--- config.mk ---
export PLATFORM = sky130hd
export DESIGN_NAME = axi_per_id_inorder_retire
export DESIGN_NICKNAME = d
export VERILOG_FILES = /design/src/apir_pkg.sv /design/src/apir_ctrl.sv /design/src/apir_dp.sv /design/src/axi_per_id_inorder_retire.sv
export SDC_FILE = /design/constraint.sdc
export NUM_CORES = 2
export LEC_CHECK = 0
export ABC_AREA = 1
export BUFFER_PORTS_ARGS = -buffer_cell sky130_fd_sc_hd__buf_2
export CAP_MARGIN = 40
export CORE_ASPECT_RATIO = 0.5
export CORE_MARGIN = 5
export CORE_UTILIZATION = 46
export DETAILED_ROUTE_END_ITERATION = 10
export PLACE_DENSITY = 0.67
export SYNTH_ARGS = -nofsm -noshare
export SYNTH_HDL_FRONTEND = slang
export SYNTH_SLANG_ARGS = --single-unit
--- constraint.sdc ---
create_clock -name clk -period 18.2 [get_ports clk]
set_input_delay 0 -clock clk [delete_from_list [all_inputs] [get_ports clk]]
set_output_delay 0 -clock clk [all_outputs]
set_load 0.03 [all_outputs]
--- src/apir_pkg.sv ---
`default_nettype none
package apir_pkg;

  localparam logic [1:0] OP_ISSUE_RD = 2'd0;
  localparam logic [1:0] OP_ISSUE_WR = 2'd1;
  localparam logic [1:0] OP_DONE_RD  = 2'd2;
  localparam logic [1:0] OP_DONE_WR  = 2'd3;

  localparam logic [2:0] K_GRANT   = 3'd0;
  localparam logic [2:0] K_RD_RET  = 3'd1;
  localparam logic [2:0] K_WR_RET  = 3'd2;
  localparam logic [2:0] K_FULL    = 3'd3;
  localparam logic [2:0] K_BADSIZE = 3'd4;
  localparam logic [2:0] K_UNKNOWN = 3'd5;
  localparam logic [2:0] K_DUP     = 3'd6;

  typedef struct packed {
    logic load_in;
    logic do_issue;
    logic do_check;
    logic load_hc;
    logic fetch;
    logic step;
    logic finish;
  } cmd_t;

  typedef struct packed {
    logic is_done_op;
    logic out_free;
    logic cmp_err;
    logic cnt_zero;
    logic head_done;
    logic pend_valid;
  } sts_t;

endpackage
`default_nettype wire

--- src/apir_ctrl.sv ---
`default_nettype none
module apir_ctrl (
  input  wire             clk,
  input  wire             rst,
  input  wire             req_valid,
  output logic            req_stall,
  input  apir_pkg::sts_t  sts,
  output apir_pkg::cmd_t  cmd
);
  import apir_pkg::*;

  localparam logic [2:0] S_IDLE   = 3'd0;
  localparam logic [2:0] S_ISSUE  = 3'd1;
  localparam logic [2:0] S_CHECK  = 3'd2;
  localparam logic [2:0] S_LOADHC = 3'd3;
  localparam logic [2:0] S_FETCH  = 3'd4;
  localparam logic [2:0] S_STEP   = 3'd5;
  localparam logic [2:0] S_FINISH = 3'd6;

  logic [2:0] state, state_next;

  assign req_stall = (state != S_IDLE);

  always_comb begin
    state_next = state;
    cmd = '0;
    case (state)
      S_IDLE: begin
        if (req_valid) begin
          cmd.load_in = 1'b1;
          state_next = sts.is_done_op ? S_CHECK : S_ISSUE;
        end
      end
      S_ISSUE: begin
        if (sts.out_free) begin
          cmd.do_issue = 1'b1;
          state_next = S_IDLE;
        end
      end
      S_CHECK: begin
        if (!sts.cmp_err) begin
          cmd.do_check = 1'b1;
          state_next = S_LOADHC;
        end else if (sts.out_free) begin
          cmd.do_check = 1'b1;
          state_next = S_IDLE;
        end
      end
      S_LOADHC: begin
        cmd.load_hc = 1'b1;
        state_next = S_FETCH;
      end
      S_FETCH: begin
        if (sts.cnt_zero) begin
          state_next = S_FINISH;
        end else begin
          cmd.fetch = 1'b1;
          state_next = S_STEP;
        end
      end
      S_STEP: begin
        if (!sts.head_done) begin
          state_next = S_FINISH;
        end else if (!sts.pend_valid || sts.out_free) begin
          cmd.step = 1'b1;
          state_next = S_FETCH;
        end
      end
      S_FINISH: begin
        if (!sts.pend_valid || sts.out_free) begin
          cmd.finish = 1'b1;
          state_next = S_IDLE;
        end
      end
      default: state_next = S_IDLE;
    endcase
  end

  always_ff @(posedge clk) begin
    if (rst) begin
      state <= S_IDLE;
    end else begin
      state <= state_next;
    end
  end

endmodule
`default_nettype wire

--- src/apir_dp.sv ---
`default_nettype none
module apir_dp #(
  parameter int ID_COUNT   = 16,
  parameter int SLOT_COUNT = 16,
  parameter int BEAT_BYTES = 16
) (
  input  wire             clk,
  input  wire             rst,
  input  apir_pkg::cmd_t  cmd,
  output apir_pkg::sts_t  sts,
  input  wire  [1:0]      opcode,
  input  wire  [3:0]      trans_id,
  input  wire  [6:0]      beat_size,
  input  wire  [3:0]      done_tag,
  output logic            rsp_valid,
  input  wire             rsp_stall,
  output logic [2:0]      kind,
  output logic [3:0]      out_id,
  output logic [3:0]      out_tag,
  output logic            last
);
  import apir_pkg::*;

  localparam int SW = (SLOT_COUNT > 1) ? $clog2(SLOT_COUNT) : 1;
  localparam int IW = (ID_COUNT > 1) ? $clog2(ID_COUNT) : 1;
  localparam int CW = $clog2(SLOT_COUNT + 1);
  localparam int HW = 1 + IW;
  localparam int OW = 1 + SW;
  localparam int FW = 1 + IW + SW;

  // per-ID queue head and fill, packed as {head, count}
  logic [SW+CW-1:0] hc_mem [2**HW];
  logic [2**HW-1:0] hc_vld;
  logic [IW-1:0]    owner_mem [2**OW];
  logic [SW-1:0]    fifo_mem [2**FW];

  logic [SLOT_COUNT-1:0] busy [2];
  logic [SLOT_COUNT-1:0] done [2];

  logic          side;
  logic [3:0]    tid_q;
  logic [IW-1:0] idm_q;
  logic [6:0]    size_q;
  logic [3:0]    tag_q;
  logic [IW-1:0] owner_q;
  logic [SW+CW-1:0] hc_q;
  logic          hc_vq;
  logic [SW-1:0] fifo_q;
  logic [SW-1:0] cur_head;
  logic [CW-1:0] cur_count;
  logic          pend_valid;
  logic [SW-1:0] pend_tag;

  logic [IW-1:0] idm_in;
  logic [SW-1:0] free_slot;
  logic          free_any;
  logic [SW-1:0] hc_head;
  logic [CW-1:0] hc_cnt;
  logic [CW:0]   pos_sum;
  logic [CW:0]   pos;
  logic [SW-1:0] tag_qi;
  logic          tag_ok;
  logic          busy_t;
  logic          done_t;
  logic          bad_size;
  logic          full;
  logic          out_free;
  logic [2:0]    ret_kind;
  logic          rsp_set;

  always_comb begin
    idm_in = '0;
    for (int i = 0; i < 16; i++) begin
      if (trans_id == 4'(i)) idm_in = IW'(i % ID_COUNT);
    end
  end

  always_comb begin
    free_any = 1'b0;
    free_slot = '0;
    for (int i = SLOT_COUNT - 1; i >= 0; i--) begin
      if (!busy[side][i]) begin
        free_any = 1'b1;
        free_slot = SW'(i);
      end
    end
  end

  assign hc_head  = hc_vq ? hc_q[SW+CW-1:CW] : '0;
  assign hc_cnt   = hc_vq ? hc_q[CW-1:0] : '0;
  assign pos_sum  = (CW+1)'(hc_head) + (CW+1)'(hc_cnt);
  assign pos      = (pos_sum >= (CW+1)'(SLOT_COUNT)) ? pos_sum - (CW+1)'(SLOT_COUNT) : pos_sum;
  assign tag_qi   = SW'(tag_q);
  assign tag_ok   = (32'(tag_q) < SLOT_COUNT);
  assign busy_t   = tag_ok && busy[side][tag_qi];
  assign done_t   = tag_ok && done[side][tag_qi];
  assign bad_size = (size_q != 7'(BEAT_BYTES));
  assign full     = !free_any || (hc_cnt >= CW'(SLOT_COUNT));
  assign out_free = !rsp_valid || !rsp_stall;
  assign ret_kind = side ? K_WR_RET : K_RD_RET;
  assign rsp_set  = cmd.do_issue || (cmd.do_check && (!busy_t || done_t)) ||
                    ((cmd.step || cmd.finish) && pend_valid);

  assign sts.is_done_op = opcode[1];
  assign sts.out_free   = out_free;
  assign sts.cmp_err    = !busy_t || done_t;
  assign sts.cnt_zero   = (cur_count == '0);
  assign sts.head_done  = done[side][fifo_q];
  assign sts.pend_valid = pend_valid;

  always_ff @(posedge clk) begin
    if (cmd.load_in) begin
      side   <= opcode[0];
      tid_q  <= trans_id;
      idm_q  <= idm_in;
      size_q <= beat_size;
      tag_q  <= done_tag;
      owner_q <= owner_mem[{opcode[0], SW'(done_tag)}];
      hc_q   <= hc_mem[{opcode[0], idm_in}];
      hc_vq  <= hc_vld[{opcode[0], idm_in}];
    end
    if (cmd.do_check && !(!busy_t || done_t)) begin
      hc_q  <= hc_mem[{side, owner_q}];
      hc_vq <= hc_vld[{side, owner_q}];
    end
    if (cmd.do_issue && !bad_size && !full) begin
      owner_mem[{side, free_slot}] <= idm_q;
      fifo_mem[{side, idm_q, SW'(pos)}] <= free_slot;
      hc_mem[{side, idm_q}] <= {hc_head, hc_cnt + CW'(1)};
    end
    if (cmd.load_hc) begin
      cur_head  <= hc_head;
      cur_count <= hc_cnt;
    end
    if (cmd.fetch) begin
      fifo_q <= fifo_mem[{side, owner_q, cur_head}];
    end
    if (cmd.step) begin
      pend_tag  <= fifo_q;
      cur_head  <= (cur_head == SW'(SLOT_COUNT - 1)) ? '0 : cur_head + SW'(1);
      cur_count <= cur_count - CW'(1);
    end
    if (cmd.finish) begin
      hc_mem[{side, owner_q}] <= {cur_head, cur_count};
    end
  end

  always_ff @(posedge clk) begin
    if (rst) begin
      busy[0]    <= '0;
      busy[1]    <= '0;
      done[0]    <= '0;
      done[1]    <= '0;
      hc_vld     <= '0;
      pend_valid <= 1'b0;
      rsp_valid  <= 1'b0;
    end else begin
      if (rsp_set) rsp_valid <= 1'b1;
      else if (rsp_valid && !rsp_stall) rsp_valid <= 1'b0;
      if (cmd.do_issue) begin
        last <= 1'b1;
        if (bad_size) begin
          kind <= K_BADSIZE; out_id <= tid_q; out_tag <= '0;
        end else if (full) begin
          kind <= K_FULL; out_id <= tid_q; out_tag <= '0;
        end else begin
          kind <= K_GRANT; out_id <= 4'(idm_q); out_tag <= 4'(free_slot);
          busy[side][free_slot] <= 1'b1;
          done[side][free_slot] <= 1'b0;
          hc_vld[{side, idm_q}] <= 1'b1;
        end
      end
      if (cmd.do_check) begin
        if (!busy_t) begin
          last <= 1'b1;
          kind <= K_UNKNOWN; out_id <= '0; out_tag <= tag_q;
        end else if (done_t) begin
          last <= 1'b1;
          kind <= K_DUP; out_id <= 4'(owner_q); out_tag <= tag_q;
        end else begin
          done[side][tag_qi] <= 1'b1;
        end
      end
      if (cmd.load_hc) pend_valid <= 1'b0;
      if (cmd.step) begin
        busy[side][fifo_q] <= 1'b0;
        done[side][fifo_q] <= 1'b0;
        pend_valid <= 1'b1;
        if (pend_valid) begin
          last <= 1'b0;
          kind <= ret_kind; out_id <= 4'(owner_q); out_tag <= 4'(pend_tag);
        end
      end
      if (cmd.finish) begin
        hc_vld[{side, owner_q}] <= 1'b1;
        pend_valid <= 1'b0;
        if (pend_valid) begin
          last <= 1'b1;
          kind <= ret_kind; out_id <= 4'(owner_q); out_tag <= 4'(pend_tag);
        end
      end
    end
  end

endmodule
`default_nettype wire

--- src/axi_per_id_inorder_retire.sv ---
// Channel  Valid      Stall      Beat fields
// req      req_valid  req_stall  opcode, trans_id, beat_size, done_tag
// rsp      rsp_valid  rsp_stall  kind, out_id, out_tag, last
//
// An issue reads the queue state, then updates it and replies.
// A completion checks the tag, loads the ID queue state, walks the queue and
// writes it back; an unknown or duplicate tag is answered at the check. The
// ID queue is walked one entry at a time through the order memory's read port.
// req_stall stays high from acceptance until the last beat is loaded.
// Reset clears the slot tables and queue-state valid bits.
// A stalled rsp holds its beat; the walk pauses until it is taken.
`default_nettype none
module axi_per_id_inorder_retire #(
  parameter int ID_COUNT   = 16,
  parameter int SLOT_COUNT = 16,
  parameter int BEAT_BYTES = 16
) (
  input  wire        clk,
  input  wire        rst,
  input  wire        req_valid,
  output logic       req_stall,
  input  wire  [1:0] opcode,
  input  wire  [3:0] trans_id,
  input  wire  [6:0] beat_size,
  input  wire  [3:0] done_tag,
  output logic       rsp_valid,
  input  wire        rsp_stall,
  output logic [2:0] kind,
  output logic [3:0] out_id,
  output logic [3:0] out_tag,
  output logic       last
);
  import apir_pkg::*;

  cmd_t cmd;
  sts_t sts;

  apir_ctrl u_ctrl (
    .clk(clk), .rst(rst), .req_valid(req_valid), .req_stall(req_stall),
    .sts(sts), .cmd(cmd)
  );

  apir_dp #(
    .ID_COUNT(ID_COUNT), .SLOT_COUNT(SLOT_COUNT), .BEAT_BYTES(BEAT_BYTES)
  ) u_dp (
    .clk(clk), .rst(rst), .cmd(cmd), .sts(sts),
    .opcode(opcode), .trans_id(trans_id), .beat_size(beat_size),
    .done_tag(done_tag), .rsp_valid(rsp_valid), .rsp_stall(rsp_stall),
    .kind(kind), .out_id(out_id), .out_tag(out_tag), .last(last)
  );

endmodule
`default_nettype wire

Yosys cells after proc, flatten, opt, wreduce, memory -nomap -nowiden
Memories as Yosys holds them, arrays and structs flattened. A register that Yosys moved wholly into a read port is not among the register bits.
Cells that the tools add are included.
{"block": "totals", "reg_bits": 92, "latch_bits": 0, "mem_bits_rw": 2528, "rom_bits": 0, "input_bits": 21, "output_inout_bits": 14, "wordCells": 381, "mem_count": 5}
{"block": "classes", "addsub": 5, "mul": 0, "div_mod_pow": 0, "magnitude_cmp": 13, "eq_ne": 26, "shifts": 0, "mux": 227, "n_bitwise": 50, "n_reduce_logical": 37}
{"memory": "u_dp.fifo_mem", "words": 512, "word_bits": 4, "read_ports": 1, "rd_ports_with_merged_regs": 1, "wr": 1, "line_no": "apir_dp.sv:35", "text": "logic [SW-1:0] fifo_mem [2**FW];"}
{"memory": "u_dp.hc_mem", "words": 32, "word_bits": 9, "read_ports": 2, "rd_ports_with_merged_regs": 0, "wr": 1, "line_no": "apir_dp.sv:32", "text": "logic [SW+CW-1:0] hc_mem [2**HW];"}
{"memory": "u_dp.owner_mem", "words": 32, "word_bits": 4, "read_ports": 1, "rd_ports_with_merged_regs": 1, "wr": 1, "line_no": "apir_dp.sv:34", "text": "logic [IW-1:0] owner_mem [2**OW];"}
{"memory": "u_dp.busy", "words": 2, "word_bits": 16, "read_ports": 1, "rd_ports_with_merged_regs": 1, "wr": 2, "line_no": "apir_dp.sv:37", "text": "logic [SLOT_COUNT-1:0] busy [2];"}
{"memory": "u_dp.done", "words": 2, "word_bits": 16, "read_ports": 1, "rd_ports_with_merged_regs": 1, "wr": 2, "line_no": "apir_dp.sv:38", "text": "logic [SLOT_COUNT-1:0] done [2];"}
{"operator": "4-bit 2-to-1 mux", "n": 55}
{"operator": "32-bit 2-to-1 mux", "n": 5}
{"operator": "1-bit 2-to-1 mux", "n": 123}
{"operator": "16-bit 2-to-1 mux", "n": 7}
{"operator": "32-bit bitwise OR", "n": 2}
{"operator": "1-bit bitwise OR", "n": 48}
{"operator": "3-bit 2-to-1 mux", "n": 15}
{"operator": "4-bit equality test, second input constant", "n": 9}
{"operator": "16-bit OR reduction", "n": 2}
{"operator": "9-bit 2-to-1 mux", "n": 3}
{"operator": "3-bit case mux with 7 select lines", "n": 1}
{"operator": "5-bit 2-to-1 mux", "n": 4}
{"operator": "5-bit by 6-bit less-than comparator with 1-bit output, second input constant", "n": 3}
{"operator": "4-bit by 3-bit equality test with 1-bit output, second input constant", "n": 4}
{"operator": "4-bit by 5-bit less-than comparator with 1-bit output, second input constant", "n": 3}
{"operator": "1-bit binary-select mux with 4-bit select", "n": 3}
{"operator": "1-bit demux with 4-bit select", "n": 3}
{"operator": "4-bit by 1-bit greater-or-equal comparator with 1-bit output, second input constant", "n": 3}
{"operator": "1-bit logical AND", "n": 11}
{"operator": "1-bit binary-select mux with 5-bit select", "n": 2}
{"operator": "1-bit demux with 5-bit select", "n": 2}
{"operator": "5-bit by 1-bit greater-or-equal comparator with 1-bit output, second input constant", "n": 2}
{"operator": "3-bit equality test, second input constant", "n": 3}
{"operator": "9-bit OR reduction", "n": 1}
{"operator": "other kinds (24)", "n": 44}

Longest topological paths before layout
{"block": "logic_depth", "ltp_word": 28, "mapped_depth": 25, "depth_no_buf": 23}

Cells and area by module
A second synthesis with hierarchy kept.
{"block": "hier_totals", "hier_cells": 9991, "area_unflattened_um2": 113086.0}
{"mod": "apir_dp", "n_inst": 1, "cells_each": 9932, "area_per_inst_um2": 112745.6, "seq_area_each_um2": 78505.3}
{"mod": "apir_ctrl", "n_inst": 1, "cells_each": 59, "area_per_inst_um2": 340.3, "seq_area_each_um2": 60.1}

Least setup slack after synthesis
No wires, ideal clock.
{"block": "synth_timing", "path_type": "flip-flop to flip-flop", "from": "reg with a tool-made name", "to": "mem u_dp.done[0][10] (enable)", "setup_time_ns": 0.293, "arrival_ns": 15.277, "required_ns": 17.907, "slack_ns": 2.630, "path_stages_with_launch": 14, "cell_sequence": "dfxtp_1 -> buf_6 -> buf_2 -> nand2_1 -> nand2_1 -> and2_1 -> nand2_1 -> nor3_2 -> inv_1 -> nor3_2 -> nand3_1 -> nand3_1 -> nand2_1 -> nand2_1"}
{"item": "end, declared", "line_no": "apir_dp.sv:38"}

==> results.ini <==
[timing]
worstMarginPinSlew_ns=1.09
period_share_pct=29.3
fin_hold_ws_ns=0.0971
relSlewSlack_pct=27.3
rsz0062_at_grt=false
final.setup.tns_ns=0
skew_ns=0.0576
fmax_ghz=0.187
finalSetupViolations=0
finalHoldViolations=0
drv_slew=0
finalCriticalPeriod_ns=5.34
fin_ws_ns=12.86

[synthesis]
synth_area_mm2=0.110
synth_edf_count=2591
synth_ff_type=edfxtp_1
syn_inst=9284
synth_common_cells=edfxtp_1 (2591), nor2_1 (1887), o21ai_0 (1578), nand2_1 (735), clkbuf_1 (657)
syn-num-nets=9312
yosysTopAreaCellShare_pct=70.8
yosys_register_bits=2629
synthDistinctLibCells=50
yosysSeqAreaShare_pct=71.4
yosysMostFrequentCell=edfxtp_1
synth_area_leaders=edfxtp_1 (71%), o21ai_0 (7.2%), nor2_1 (6.4%)
avgSynthCellArea_um2=11.8
synthArstFlopShare_pct=0
synth.largest_area_cell=edfxtp_1
ys.warnings.count=0

[clock_network]
clkLatencyLatePin_ns=0.89
clk_pin_slew_ns=0.07
cts_root_buffer=clkbuf_16
cts_setup_buffers=0
cts_buffers=235
clock-sinks=2629
htreeDepth=4
cts_tree=done
clockBufferDepth=4
cts_resized=0

[finish]
fin_area_mm2=0.122
drive_gt1_share_pct=7.10
fillers=19947
nNetsFinal=9104
syn2layout_area_growth_pct=10.7

[worst_setup_path]
end_kind=register
cp_slowest_cell=buf_4
cp.arrival_ns=6.06
critical_path.max_fanout=189
slowest_delay_ns=0.74
r2r-start=u_dp.cur_head[0]
critPathKind=register to register
reg2reg_setup_slack_ns=12.86
cp-startpoint=u_dp.cur_head[0]
crit_chain=inv_8, buf_12, buf_4, buf_4, o21ai_0, o221ai_1, o21ai_0, o21ai_0, nand2_1, nand4_1, nand4_1, nand4_1
critPathLaunchType=register
crit_required_ns=18.93

[global_routing]
track_usage_pct=24.3
grt_pass1_wl_um=463000
grt-ovfl-total=0
antenna_found_initial=9
grt_pass1_vias=71848
grt_max_degree=196

[placed_design]
place_congestion=0.903
numPortBuffers=34
placed_area_mm2=0.114
place_ws_ns=12.97
hpwl_um=181000

[routing]
postRouteWirelength_um=314000
drc=0
first_pass_iters=10
viasPerCell=6.16
antenna_left=0
vias=76817
drt_iter0_markers=11218
wl_per_cell_um=25.2

[floorplanning]
row_count=126
die_h_um=356
die_area_mm2=0.250
die_x_um=701
pin_count=35
core_area_mm2=0.237
start_util_pct=46.4

[power_and_ir_drop]
power.leakage_nw=42.0
p_per_area_mw_per_mm2=104
total_power_mw=12.7
irDropWorstVdd_mv=0.0820

[run_status]
status=finished, final reports clean

[min_path]
worstHoldStart=trans_id[1]
hp-class=primary input to register

[job]
maxCapViolCount=0

==> layout make-up <==
cell class	instances	area, µm²	share of cell area, %
Antenna cell	1	2.50	0.00206
Clock buffer	290	6160	5.06
Clock inverter	131	1180	0.972
Inverter	267	1050	0.862
Multi-Input combinational cell	5688	27900	22.9
Sequential cell	2629	78600	64.5
Tap cell	3200	4000	3.29
Timing Repair Buffer	255	2850	2.34
==> sequential cells by signal (all words and copies together) (netlist names), 5 cells and up, named ones only <==
name,flops
u_dp.busy,32
u_dp.cur_count,5
u_dp.done,32
u_dp.fifo_mem,2048
u_dp.hc_mem,288
u_dp.hc_q,9
u_dp.hc_vld,32
u_dp.owner_mem,128
u_dp.size_q,7
==> metal layers <==
layer,vias to the layer above,track usage (%),share of wire (%)
li1,33714,-,-
met1,37590,35.2,40
met3,699,5.22,12
met4,2,7.85,3.4
met2,4812,36.7,44
met5,-,0,0.0041
==> path summary, 6_finish.rpt <==
| kind | cells after the start | to |
|---|---|---|
| worst max-delay path | 12 | u_dp.fifo_q[0] |
| worst min-delay path | 2 | u_dp.tid_q[1] |
| worst max register to register | 12 | u_dp.fifo_q[0] |
| worst min register to register | 2 | u_dp.hc_vld[27] |
==> power by group <==
group,leakage (nW),internal (mW),total (mW),switching (mW)
Clock,3.58,2.69,4.89,2.20
Combinational,11.8,0.209,1.05,0.838
Sequential,26.6,6.71,6.73,0.0189
Total,42.0,9.61,12.7,3.06
==> logic make-up after synthesis <==
| kind of cell | Yosys count | share of synthesized area (%) |
|---|---|---|
| muxes | 3 | 0.0273 |
| DFF | 2629 | 71.4 |
| xor gates and xnor gates | 6 | 0.0478 |
| and+or+nand+nor | 3044 | 11.1 |
| adders and majority gates | 7 | 0.0865 |
| AOI/OAI and AO/OA | 2628 | 13.9 |
| buffers and inverters | 967 | 3.38 |
==> critical path: cells and delay by family (launching register included) <==
kind            cells  cell delay, ns
compound gates      4            0.78
flops               1            0.56
buf+inv             4            2.52
simple gates        4            1.12
==> through the flow <==
stage	util, %	instances
floorplan	-	9284
global placement	47.6	11933
detailed placement	48.1	12007
CTS	51.4	12458
global route	51.4	12460
finish	51.4	12461
==> timing repair <==
| action | 4_1_cts | 5_1_grt |
|---|---|---|
| hold buffers | 30 | 0 |
| endpoints found under the hold margin | 86 | 0 |
| setup endpoints to repair | 0 | 0 |
==> cell usage in the layout, fill, tap and decap left out, types with 234 or more instances in the layout <==
cell / n
o22ai_1: 246
a21oi_1: 234
inv_1: 244
nand2_1: 717
nand3_1: 272
o221ai_1: 311
clkbuf_16: 238
edfxtp_1: 2591
nor2_1: 1878
o21ai_0: 1570
Note: power is estimated with default switching activity, not from simulation.
